### config.mk
export PLATFORM = sky130hd
export DESIGN_NAME = sfu_front
export DESIGN_NICKNAME = d
export VERILOG_FILES = /design/src/hw/rtl/sfu_pkg.sv /design/src/hw/rtl/sfu_front.sv
export SDC_FILE = /design/constraint.sdc
export NUM_CORES = 1
export LEC_CHECK = 0
export BUFFER_PORTS_ARGS = -buffer_cell sky130_fd_sc_hd__clkbuf_2
export CORE_MARGIN = 5
export CORE_UTILIZATION = 43
export DETAILED_ROUTE_END_ITERATION = 16
export PLACE_DENSITY_LB_ADDON = 0.3
export SLEW_MARGIN = 20
export SYNTH_ARGS = -nofsm -noshare
export SYNTH_HDL_FRONTEND = slang
export SYNTH_SLANG_ARGS = --single-unit
### constraint.sdc
create_clock -name clk -period 20.2 [get_ports clk]
set_input_delay 4.04 -clock clk [delete_from_list [all_inputs] [get_ports clk]]
set_output_delay 4.04 -clock clk [all_outputs]
set_load 0.01 [all_outputs]
### src/hw/rtl/sfu_pkg.sv
`timescale 1ns / 1ps
`default_nettype none
package sfu_pkg;

	localparam int COMP_W = 20;
	localparam int FRAC_W = 8;
	localparam int CFG_W = 19;
	localparam int D_W = COMP_W + 2;
	localparam int MAG_W = COMP_W + 1;
	localparam int SQ_W = 2 * MAG_W + 1;
	localparam int L2_W = SQ_W + 1;
	localparam int RAD_W = L2_W + 2 * FRAC_W;
	localparam int ROOT_W = RAD_W / 2;
	localparam int MUL_W = CFG_W + FRAC_W;
	localparam int PROD_W = MAG_W + MUL_W;
	localparam int NUM_W = PROD_W + 3;
	localparam int DEN_W = ROOT_W + 1;
	localparam int Q_W = COMP_W;
	localparam int SQRT_STAGES = ROOT_W;
	localparam int DIV_STAGES = Q_W;
	localparam int QUEUE_DEPTH = 4;
	localparam int QPTR_W = 2;
	localparam int COMP_MAX = (1 << (COMP_W - 1)) - 1;
	localparam int COMP_MIN = -COMP_MAX - 1;

	localparam logic [2:0] ACT_SEEK = 3'd0;
	localparam logic [2:0] ACT_FLEE = 3'd1;
	localparam logic [2:0] ACT_PURSUIT = 3'd2;
	localparam logic [2:0] ACT_EVADE = 3'd3;
	localparam logic [2:0] ACT_ARRIVAL = 3'd4;

	localparam logic REG_MAX_SPEED = 1'b0;
	localparam logic REG_SLOWING_DISTANCE = 1'b1;

	localparam logic [CFG_W-1:0] MAX_SPEED_RST = 19'd2560;
	localparam logic [CFG_W-1:0] SLOWING_DISTANCE_RST = 19'd1280;

	typedef struct packed {
		logic [2:0]            action;
		logic [3*COMP_W-1:0]   target_pos;
		logic [3*COMP_W-1:0]   target_vel;
		logic [3*COMP_W-1:0]   agent_pos;
		logic [3*COMP_W-1:0]   agent_vel;
	} sfu_item_t;

	typedef struct packed {
		logic signed [COMP_W-1:0] force_x;
		logic signed [COMP_W-1:0] force_y;
		logic signed [COMP_W-1:0] force_z;
		logic                     force_valid;
	} sfu_result_t;

	typedef struct packed {
		logic                     bad;
		logic                     arrival;
		logic [2:0][D_W-1:0]      d;
		logic [2:0][COMP_W-1:0]   vel;
	} sfu_entry_t;

	typedef struct packed {
		logic                     drop;
		logic                     ramp;
		logic                     zero;
		logic [2:0]               neg;
		logic [2:0][MAG_W-1:0]    mag;
		logic [2:0][COMP_W-1:0]   vel;
	} sfu_side_t;

	function automatic logic signed [COMP_W-1:0] lane(input logic [3*COMP_W-1:0] v,
			input int k);
		return $signed(v[k*COMP_W +: COMP_W]);
	endfunction

endpackage
`default_nettype wire

### src/hw/rtl/sfu_front.sv
`timescale 1ns / 1ps
`default_nettype none
module sfu_front import sfu_pkg::*; (
	input  logic       clk,
	input  logic       arst_n,
	input  logic       item_valid,
	output logic       item_stall,
	input  sfu_item_t  item,
	output logic       push,
	output sfu_entry_t entry,
	input  logic       full
);

	logic       v_s1;
	sfu_entry_t entry_s1;
	sfu_entry_t nxt;
	logic       accept;

	always_comb begin
		logic signed [D_W-1:0] t;
		logic signed [D_W-1:0] p;
		nxt = '0;
		nxt.bad = item.action > ACT_ARRIVAL;
		nxt.arrival = item.action == ACT_ARRIVAL;
		for (int k = 0; k < 3; k++) begin
			t = D_W'(lane(item.target_pos, k));
			p = D_W'(lane(item.agent_pos, k));
			if (item.action == ACT_PURSUIT || item.action == ACT_EVADE) begin
				t = t + D_W'(lane(item.target_vel, k));
			end
			if (item.action == ACT_FLEE || item.action == ACT_EVADE) begin
				nxt.d[k] = p - t;
			end else begin
				nxt.d[k] = t - p;
			end
			nxt.vel[k] = item.agent_vel[k*COMP_W +: COMP_W];
		end
	end

	assign item_stall = v_s1 && full;
	assign accept = item_valid && !item_stall;
	assign push = v_s1 && !full;
	assign entry = entry_s1;

	always_ff @(posedge clk or negedge arst_n) begin
		if (!arst_n) begin
			v_s1 <= 1'b0;
		end else if (accept) begin
			v_s1 <= 1'b1;
		end else if (push) begin
			v_s1 <= 1'b0;
		end
	end

	always_ff @(posedge clk) begin
		if (accept) begin
			entry_s1 <= nxt;
		end
	end

endmodule
`default_nettype wire

==> results_dict.tcl <==
set metrics [dict create \
    run_status "complete, no violations" \
    rr_endpoint "entry[40]$_DFFE_PP_" \
    dp_slack_ps 11580 \
    clkSinkCount 129 \
    synth_area_leaders "edfxtp_1, ha_1, a21oi_1" \
    fin_area_sq_um 17000 \
    path_depth 3 \
    crit_top_cell "clkbuf_2" \
    peakVddDrop_v 0.0000541 \
    clock_skew_ps 26.4 \
    cts_made_buffers 17 \
    async_flop_share 0.00775 \
    cp_top_family "buffers and inverters" \
    slew_viol_final 0 \
    cp.required_ps 16160 \
    power_density_nw_per_um2 68.7 \
    cts-hold-fix-buffers 0 \
    start_util 0.435 \
    rsz0062_at_grt "no" \
    yosys.area.top_type "edfxtp_1" \
    cts_tree "yes" \
    post-cts-setup-buffer-count 0 \
    core_sq_um 32500 \
    synth_top_area_frac 0.272 \
    finish.net_count 2480 \
    wire_per_inst_microns 18.4 \
    io_pins 377 \
    r2r_start "v_s1$_DFFE_PN0P_" \
    synth_fp_nets 2144 \
    dpl_cell_area_sq_um 16400 \
    max_freq_mhz 117 \
    gp_congestion 0.979 \
    cts_root_buf "clkbuf_16" \
    slew-limit-headroom 0.385 \
    combPwrFrac 0.431 \
    cts_buffer_depth 2 \
    cts_resized 0 \
    firstDrtPassIters 6 \
    dieWidth_microns 191 \
    synth_area_per_cell_sq_um 8.30 \
    grt_start_max_net_pins 78 \
    rr_worst_depth 3 \
    initialDrtViolationCount 1143 \
    num_rows 66 \
    grt_pass1_wl_microns 69700 \
    crit_end "item_stall" \
    dieArea_sq_um 36600 \
    first_global_vias 13200 \
    holdWs_ps 700 \
    detail-route-antenna-nets 0 \
    crit_chain "clkbuf_2, and2_1, clkbuf_2" \
    p_seq_frac 0.298 \
    synthCells 1702 \
    ctsHtreeMaxLevel 4 \
    synth_edf_count 128 \
    max_cap_violations 0 \
    hold_path_class "flip-flop to flip-flop" \
    p_leak_nw 8.14 \
    endpoint_kind "output pin" \
    clk_pin_slew_worst_paths_ps 50 \
    port_buffers 376 \
    cp-startpoint "full" \
    crit_type "primary input to output pin" \
    overflow 0 \
    ys_types 69 \
    netSwitchingFraction 0.370 \
    fp.dieH_microns 191 \
    area_delta_synth_final_pct 20.3 \
    reg2reg_slack_ps 17940 \
    p_sw_w 0.000432 \
    final.fill_count 3090 \
    tns_ps 0 \
    dpl.cell_count 2461 \
    yosysSeqAreaShare 0.274 \
    fin_crit_ps 8530 \
    antenna_found_initial 10 \
    critPathMaxStageDelay_ps 200 \
    hold_viol_final 0 \
    fin_crit_sh 0.422 \
    clockPowerShare 0.271 \
    start_kind "primary input" \
    layout_setup_ws_ps 11670 \
    critPathArrivalTime_ps 4490 \
    vias 13900 \
    setup_viol 0 \
    finalWirelength_microns 46000 \
    viasPerCell 5.55 \
    cp_slowest_cell "and2_1" \
    netlist_area_sq_um 14100 \
    dp_hpwl_microns 38100 \
    synthFlopType "edfxtp_1" \
    p_int_w 0.000735 \
    clk_latency_ps 450 \
    fin_cells 2498 \
    grtUsageTotal 0.241 \
    yosysMostFrequentCell "nand2_1" \
    ys_warn_count 0 \
    ys_ff_latch 129 \
    critPathMaxFanout 3 \
    worst_slew_pin_slew_ps 922 \
    final_layout_size_suffix_gt1_frac 0.216 \
    synth_common_cells "nand2_1, a21oi_1, ha_1" \
    drc 0 \
    cp_num_buf_inv 2 \
]
-- area by class of cell --
class                   count  area [sq um]  share of cell area
flip-flops and latches    129          3870               0.228
repair buffers            382          1930               0.113
clock buffers              21           450              0.0265
diodes                      5          12.5            0.000737
clock inverters            11           138             0.00810
well taps                 442           553              0.0326
inverters                 151           567              0.0334
multi-input cells        1357          9470               0.558
-- cell usage in the layout, fill, tap and decap left out, types with 26 or more instances in the layout --
| master | count |
|---|---|
| nor2_1 | 116 |
| inv_1 | 151 |
| ha_1 | 186 |
| o21ai_0 | 115 |
| nand2_1 | 190 |
| xnor2_1 | 66 |
| nor2b_1 | 29 |
| a21o_1 | 61 |
| mux2i_1 | 26 |
| a21oi_1 | 186 |
| o21a_1 | 28 |
| xor2_1 | 36 |
| clkbuf_2 | 376 |
| edfxtp_1 | 128 |
| o21bai_1 | 32 |
| nand4_1 | 26 |
-- power groups by stage --
| stage | combinational, W | clock [W] | sequential, W |
|---|---|---|---|
| 6_report | 0.000503 | 0.000317 | 0.000347 |
| 5_1_grt | 0.000555 | 0.000336 | 0.000350 |
| 4_1_cts | 0.000497 | 0.000324 | 0.000348 |
| 3_5_place_dp | 0.000494 | 0 | 0.000353 |
| 3_3_place_gp | 0.000492 | 0 | 0.000352 |
| 2_1_floorplan | 0.000324 | 0 | 0.000369 |
-- logic make-up (layout without fill, tap and decap cells) --
| group | after synthesis | in the layout | synth area share |
|---|---|---|---|
| other | 0 | 5 | 0 |
| DFF | 129 | 129 | 0.274 |
| AOI/OAI and AO/OA | 559 | 559 | 0.250 |
| xor gates and xnor gates | 102 | 102 | 0.0633 |
| buffers and inverters | 216 | 565 | 0.0574 |
| and+or+nand+nor | 466 | 466 | 0.152 |
| adders and majority gates | 195 | 195 | 0.178 |
| muxes | 35 | 35 | 0.0256 |
-- how the worst min path moves through the flow --
stage,from,end,slack [ps],depth (start not counted)
6_report,v_s1$_DFFE_PN0P_,v_s1$_DFFE_PN0P_,700,2
5_1_grt,v_s1$_DFFE_PN0P_,v_s1$_DFFE_PN0P_,750,2
4_1_cts,v_s1$_DFFE_PN0P_,v_s1$_DFFE_PN0P_,710,2
3_5_place_dp,v_s1$_DFFE_PN0P_,v_s1$_DFFE_PN0P_,690,2
3_3_place_gp,v_s1$_DFFE_PN0P_,v_s1$_DFFE_PN0P_,670,2
2_1_floorplan,v_s1$_DFFE_PN0P_,v_s1$_DFFE_PN0P_,650,2
-- stage by stage --
stage	util	power (W)
after floorplan	-	0.000694
after global placement	0.505	0.000844
after detailed placement	0.505	0.000848
after CTS	0.523	0.00117
after global routing	0.523	0.00124
final	0.523	0.00117
-- worst reg2reg max path, delay by kind of cell, from the launching register on --
family	cells	cell delay, ps
buf+inv	1	820
simple gates	2	670
flops	1	360
-- flip-flops by register name (all words and copies together) (netlist names) --
name / flops
entry: 128
v_s1: 1
-- per-layer routing --
metal / global-route usage / share of wire
met2: 0.409 / 0.47
met5: 0 / 0.0015
met3: 0.0539 / 0.086
met1: 0.306 / 0.42
met4: 0.0779 / 0.023
(Power assumes the default switching activity.)
