$ cat config.mk
export PLATFORM = sky130hd
export DESIGN_NAME = sfu_queue
export DESIGN_NICKNAME = d
export VERILOG_FILES = /design/src/hw/rtl/sfu_pkg.sv /design/src/hw/rtl/sfu_queue.sv
export SDC_FILE = /design/constraint.sdc
export NUM_CORES = 1
export LEC_CHECK = 0
export ABC_AREA = 1
export BUFFER_PORTS_ARGS = -buffer_cell sky130_fd_sc_hd__buf_4
export CAP_MARGIN = 20
export CORE_ASPECT_RATIO = 0.7
export CORE_MARGIN = 5
export CORE_UTILIZATION = 46
export CTS_BUF_LIST = sky130_fd_sc_hd__clkbuf_8
export CTS_CLUSTER_SIZE = 30
export DETAILED_ROUTE_END_ITERATION = 10
export GPL_TIMING_DRIVEN = 0
export PLACE_DENSITY = 0.77
export SYNTH_ARGS = -nofsm -noshare
export SYNTH_HDL_FRONTEND = slang
export SYNTH_SLANG_ARGS = --single-unit
$ cat constraint.sdc
create_clock -name clk -period 4.35 [get_ports clk]
set_input_delay 1.305 -clock clk [delete_from_list [all_inputs] [get_ports clk]]
set_output_delay 1.305 -clock clk [all_outputs]
set_load 0.005 [all_outputs]
$ cat src/hw/rtl/sfu_pkg.sv
`timescale 1ns / 1ps
`default_nettype none
package sfu_pkg;

	localparam int COMP_W = 20;
	localparam int FRAC_W = 8;
	localparam int CFG_W = 19;
	localparam int D_W = COMP_W + 2;
	localparam int MAG_W = COMP_W + 1;
	localparam int SQ_W = 2 * MAG_W + 1;
	localparam int L2_W = SQ_W + 1;
	localparam int RAD_W = L2_W + 2 * FRAC_W;
	localparam int ROOT_W = RAD_W / 2;
	localparam int MUL_W = CFG_W + FRAC_W;
	localparam int PROD_W = MAG_W + MUL_W;
	localparam int NUM_W = PROD_W + 3;
	localparam int DEN_W = ROOT_W + 1;
	localparam int Q_W = COMP_W;
	localparam int SQRT_STAGES = ROOT_W;
	localparam int DIV_STAGES = Q_W;
	localparam int QUEUE_DEPTH = 4;
	localparam int QPTR_W = 2;
	localparam int COMP_MAX = (1 << (COMP_W - 1)) - 1;
	localparam int COMP_MIN = -COMP_MAX - 1;

	localparam logic [2:0] ACT_SEEK = 3'd0;
	localparam logic [2:0] ACT_FLEE = 3'd1;
	localparam logic [2:0] ACT_PURSUIT = 3'd2;
	localparam logic [2:0] ACT_EVADE = 3'd3;
	localparam logic [2:0] ACT_ARRIVAL = 3'd4;

	localparam logic REG_MAX_SPEED = 1'b0;
	localparam logic REG_SLOWING_DISTANCE = 1'b1;

	localparam logic [CFG_W-1:0] MAX_SPEED_RST = 19'd2560;
	localparam logic [CFG_W-1:0] SLOWING_DISTANCE_RST = 19'd1280;

	typedef struct packed {
		logic [2:0]            action;
		logic [3*COMP_W-1:0]   target_pos;
		logic [3*COMP_W-1:0]   target_vel;
		logic [3*COMP_W-1:0]   agent_pos;
		logic [3*COMP_W-1:0]   agent_vel;
	} sfu_item_t;

	typedef struct packed {
		logic signed [COMP_W-1:0] force_x;
		logic signed [COMP_W-1:0] force_y;
		logic signed [COMP_W-1:0] force_z;
		logic                     force_valid;
	} sfu_result_t;

	typedef struct packed {
		logic                     bad;
		logic                     arrival;
		logic [2:0][D_W-1:0]      d;
		logic [2:0][COMP_W-1:0]   vel;
	} sfu_entry_t;

	typedef struct packed {
		logic                     drop;
		logic                     ramp;
		logic                     zero;
		logic [2:0]               neg;
		logic [2:0][MAG_W-1:0]    mag;
		logic [2:0][COMP_W-1:0]   vel;
	} sfu_side_t;

	function automatic logic signed [COMP_W-1:0] lane(input logic [3*COMP_W-1:0] v,
			input int k);
		return $signed(v[k*COMP_W +: COMP_W]);
	endfunction

endpackage
`default_nettype wire

$ cat src/hw/rtl/sfu_queue.sv
`timescale 1ns / 1ps
`default_nettype none
module sfu_queue import sfu_pkg::*; (
	input  logic       clk,
	input  logic       arst_n,
	input  logic       push,
	input  sfu_entry_t wr_entry,
	output logic       full,
	input  logic       pop,
	output sfu_entry_t rd_entry,
	output logic       empty
);

	sfu_entry_t        slot_q [QUEUE_DEPTH];
	logic [QPTR_W-1:0] wr_ptr_q;
	logic [QPTR_W-1:0] rd_ptr_q;
	logic [QPTR_W:0]   count_q;
	logic              do_pop;

	assign full = count_q == (QPTR_W+1)'(QUEUE_DEPTH);
	assign empty = count_q == '0;
	assign rd_entry = slot_q[rd_ptr_q];
	assign do_pop = pop && !empty;

	always_ff @(posedge clk or negedge arst_n) begin
		if (!arst_n) begin
			wr_ptr_q <= '0;
			rd_ptr_q <= '0;
			count_q <= '0;
		end else begin
			if (push) begin
				wr_ptr_q <= wr_ptr_q + 1'b1;
			end
			if (do_pop) begin
				rd_ptr_q <= rd_ptr_q + 1'b1;
			end
			if (push && !do_pop) begin
				count_q <= count_q + 1'b1;
			end else if (!push && do_pop) begin
				count_q <= count_q - 1'b1;
			end
		end
	end

	always_ff @(posedge clk) begin
		if (push) begin
			slot_q[wr_ptr_q] <= wr_entry;
		end
	end

endmodule
`default_nettype wire

==> results.toml <==
[run_status]
status = "completed"

[critical_path]
setup.worst_path.end_class = "output port"
cpMostUsedCell = "sky130_fd_sc_hd__buf_2"
crit_fanout = 10
crit_slowest_cell = "sky130_fd_sc_hd__buf_2"
critical_path.startpoint_type = "register"
critical_path_buf_inv_count = 4
path_class = "reg -> out"
worst_ep_arrival_time_ns = 2.34
worst_path_largest_cell_delay_ns = 0.45
path_cells = "inv_1 -> buf_2 -> buf_2 -> o211ai_1 -> nand2_1 -> buf_4"
critPathRequiredTime_ns = 3.04
path_delay_family = "buffers and inverters"

[global_route]
maximum_number_of_pins_on_one_net_before_global_route_repair = 38
met3_demand_to_capacity_share_in_global_routing_pct = 5.42
grt_use_met2_pct = 32.4
grtUsageTotal_pct = 19.9
grt_pass1_vias = 13300
antenna_violations_before_repair = 8
global_route_layer_with_the_greatest_usage = "met2"
global_route_wire_length_before_repair_mm = 76.9
grt_use_met1_pct = 27.2
gr-total-overflow = 0

[synthesis]
synth_sequential_area_ratio_pct = 74.6
netlist_top_cells_area = "sky130_fd_sc_hd__edfxtp_1, sky130_fd_sc_hd__o211ai_1, sky130_fd_sc_hd__nand2_1, sky130_fd_sc_hd__inv_1, sky130_fd_sc_hd__buf_6"
synth.top_cell.area_share_pct = 73.8
synth_area_sq_mm = 0.0208
synth_top_cell_by_area = "sky130_fd_sc_hd__edfxtp_1"
synth_commonest_cells = "sky130_fd_sc_hd__edfxtp_1, sky130_fd_sc_hd__nand2_1, sky130_fd_sc_hd__inv_1"
async_flop_share_pct = 1.35
ys_ff_latch = 519
syn_area_per_cell_sq_um = 13.5
yosys.cell_count.top_type = "sky130_fd_sc_hd__edfxtp_1"
synth_flop_type = "sky130_fd_sc_hd__edfxtp_1"
synth.distinct_cells = 18
synth.net_count = 1687
netlist_instances = 1549
synth_edf_count = 512
syn_warnings = 0

[clock_network]
cts_repair_resize_count = 0
root_buffer = "sky130_fd_sc_hd__clkbuf_8"
cts-hold-fix-buffers = 0
clkLatencyLatePin_ns = 0.63
cts_tree = "yes"
clock_sink_count = 519
worst_setup_hold_path_clk_slew_ns = 0.06
cts_setup_buffers = 0
cts-root-to-sink-buffers = 3
ctsHtreeMaxLevel = 3
numCtsBuffers = 82

[sta]
maxClockFrequency_mhz = 274
rsz0062_at_grt = "false"
slew_violations = 0
slew_headroom_pct = 40.0
layout_min_cycle_time_ns = 3.64
period_share_pct = 83.8
finalSetupViolCount = 0
worstMarginPinSlew_ns = 0.898
hold_violations = 0
finClkSkew_ns = 0.0306
totalNegativeSetupSlack_ns = 0

[power]
worst_ir_drop_vdd_uv = 453
post-layout-total-power_w = 0.0172
power.leakage_nw = 10.4
pwr_per_cell_area_mw_per_mm2 = 677

[drt]
routed-via-count = 13200
detail_route.wirelength_mm = 50.5
number_of_vias_per_cell_after_detailed_routing = 5.10
ant_nets = 0
remaining_drc_errors = 0
drt_first_iter_violations = 1170
detail_route.wl_per_cell_um = 19.6
detail_route.first_pass.iterations = 6

[cells_and_area]
finalNetCount = 2047
post_route_cells_drive_above_1_share_pct = 23.4
layout-area-overhead-vs-synth_pct = 21.9
num-fill-cells = 3602

[die]
initial_core_util_pct = 46.4
fp.dieW_um = 264
die_y_um = 188
floorplan.die_area_sq_mm = 0.0497
number_of_core_rows = 65
io-pin-count = 262
placeableCoreArea_sq_mm = 0.0449

[placement]
detailed_place_hpwl_mm = 32.5
numPortBuffers = 261
place.gp.congestion = 0.776

[run]
cap_viol_max_count = 0

[worst_hold_path]
hp-class = "in -> async"
-- final timing paths --
check	start	cells after the start	endpoint	slack, ns
max reg2reg	wr_ptr_q[0]	6	slot_q[2][29]	1.91
max	rd_ptr_q[1]	6	rd_entry[32]	0.71
max in group asynchronous	arst_n	1	rd_ptr_q[0]	3.73
min in group clk	count_q[2]	2	count_q[2]	0.48
min	arst_n	1	wr_ptr_q[1]	0.48
min reg2reg	count_q[2]	2	count_q[2]	0.48
-- metal layers --
layer | up-vias | share of wire (%)
met2 | 497 | 48
met4 | 10 | 1.6
met1 | 6396 | 42
li1 | 6157 | -
met3 | 91 | 8.4
met5 | - | 0.12
-- cell usage in the layout (no fill, tap or decap), drive strengths merged --
master    instances
edfxtp          512
nand2           404
buf             358
inv             296
o211ai          256
clkbuf           87
clkinv           31
dfrtp             7
ha                5
clkinvlp          4
bufinv            4
nand3             3
diode             2
nor2              1
nor3              1
xnor2             1
xor2              1
o21ai             1
nand4             1
fa                1
-- kinds of logic (layout without fill, tap and decap cells) --
family / Yosys count / in the layout / synth area share, %
AO/OA/AOI/OAI: 257 / 257 / 9.25
XOR/XNOR: 2 / 2 / 0.0841
adder cells (fa/ha/maj): 6 / 6 / 0.396
buffers and inverters: 355 / 780 / 8.24
flip-flops: 519 / 519 / 74.6
other: 0 / 2 / 0
AND/OR/NAND/NOR: 410 / 410 / 7.42
-- state kept, by name, indices dropped and copies added, names as in the netlist --
| register | flops |
|---|---|
| slot_q | 512 |
| count_q | 3 |
| wr_ptr_q | 2 |
| rd_ptr_q | 2 |
-- power breakdown --
part / switching (W) / internal, W / total, W
Clock: 0.00185 / 0.00204 / 0.00389
Combinational: 0.00391 / 0.00266 / 0.00657
Sequential: 0.000217 / 0.00653 / 0.00675
Total: 0.00597 / 0.0112 / 0.0172
-- worst register-to-register path, stage by stage (launching register included) --
cell and delay (ns):
sky130_fd_sc_hd__dfrtp_1 0.43, sky130_fd_sc_hd__inv_1 0.08, sky130_fd_sc_hd__ha_1 0.20, sky130_fd_sc_hd__nand2_1 0.11
sky130_fd_sc_hd__clkinvlp_4 0.67, sky130_fd_sc_hd__buf_12 0.45, sky130_fd_sc_hd__buf_12 0.22
-- area by class of cell --
cell class                      instances  area, sq um  area share (%)
Multi-Input combinational cell        675         3570            14.1
Clock buffer                           84         1160            4.55
Timing Repair Buffer                  276         2260            8.89
Clock inverter                         65          383            1.51
Antenna cell                            2         5.00          0.0197
Inverter                              270         1030            4.05
Buffer                                 85          703            2.77
Sequential cell                       519        15500            61.2
Tap cell                              603          754            2.97
-- per-stage QoR --
stage	instances	instance area [sq um]	setup WS, ns	utilization, %	hold slack, ns
after detailed placement	2428	23900	0.963	53.2	0.470
after global placement	2413	23600	-1.38	52.5	0.458
after floorplan	1549	20900	0.496	-	0.442
after CTS	2577	25400	0.658	56.6	0.428
after global routing	2578	25400	0.584	56.6	0.429
final	2579	25400	0.705	56.6	0.478
No activity file was read; power rests on OpenSTA's default activity.
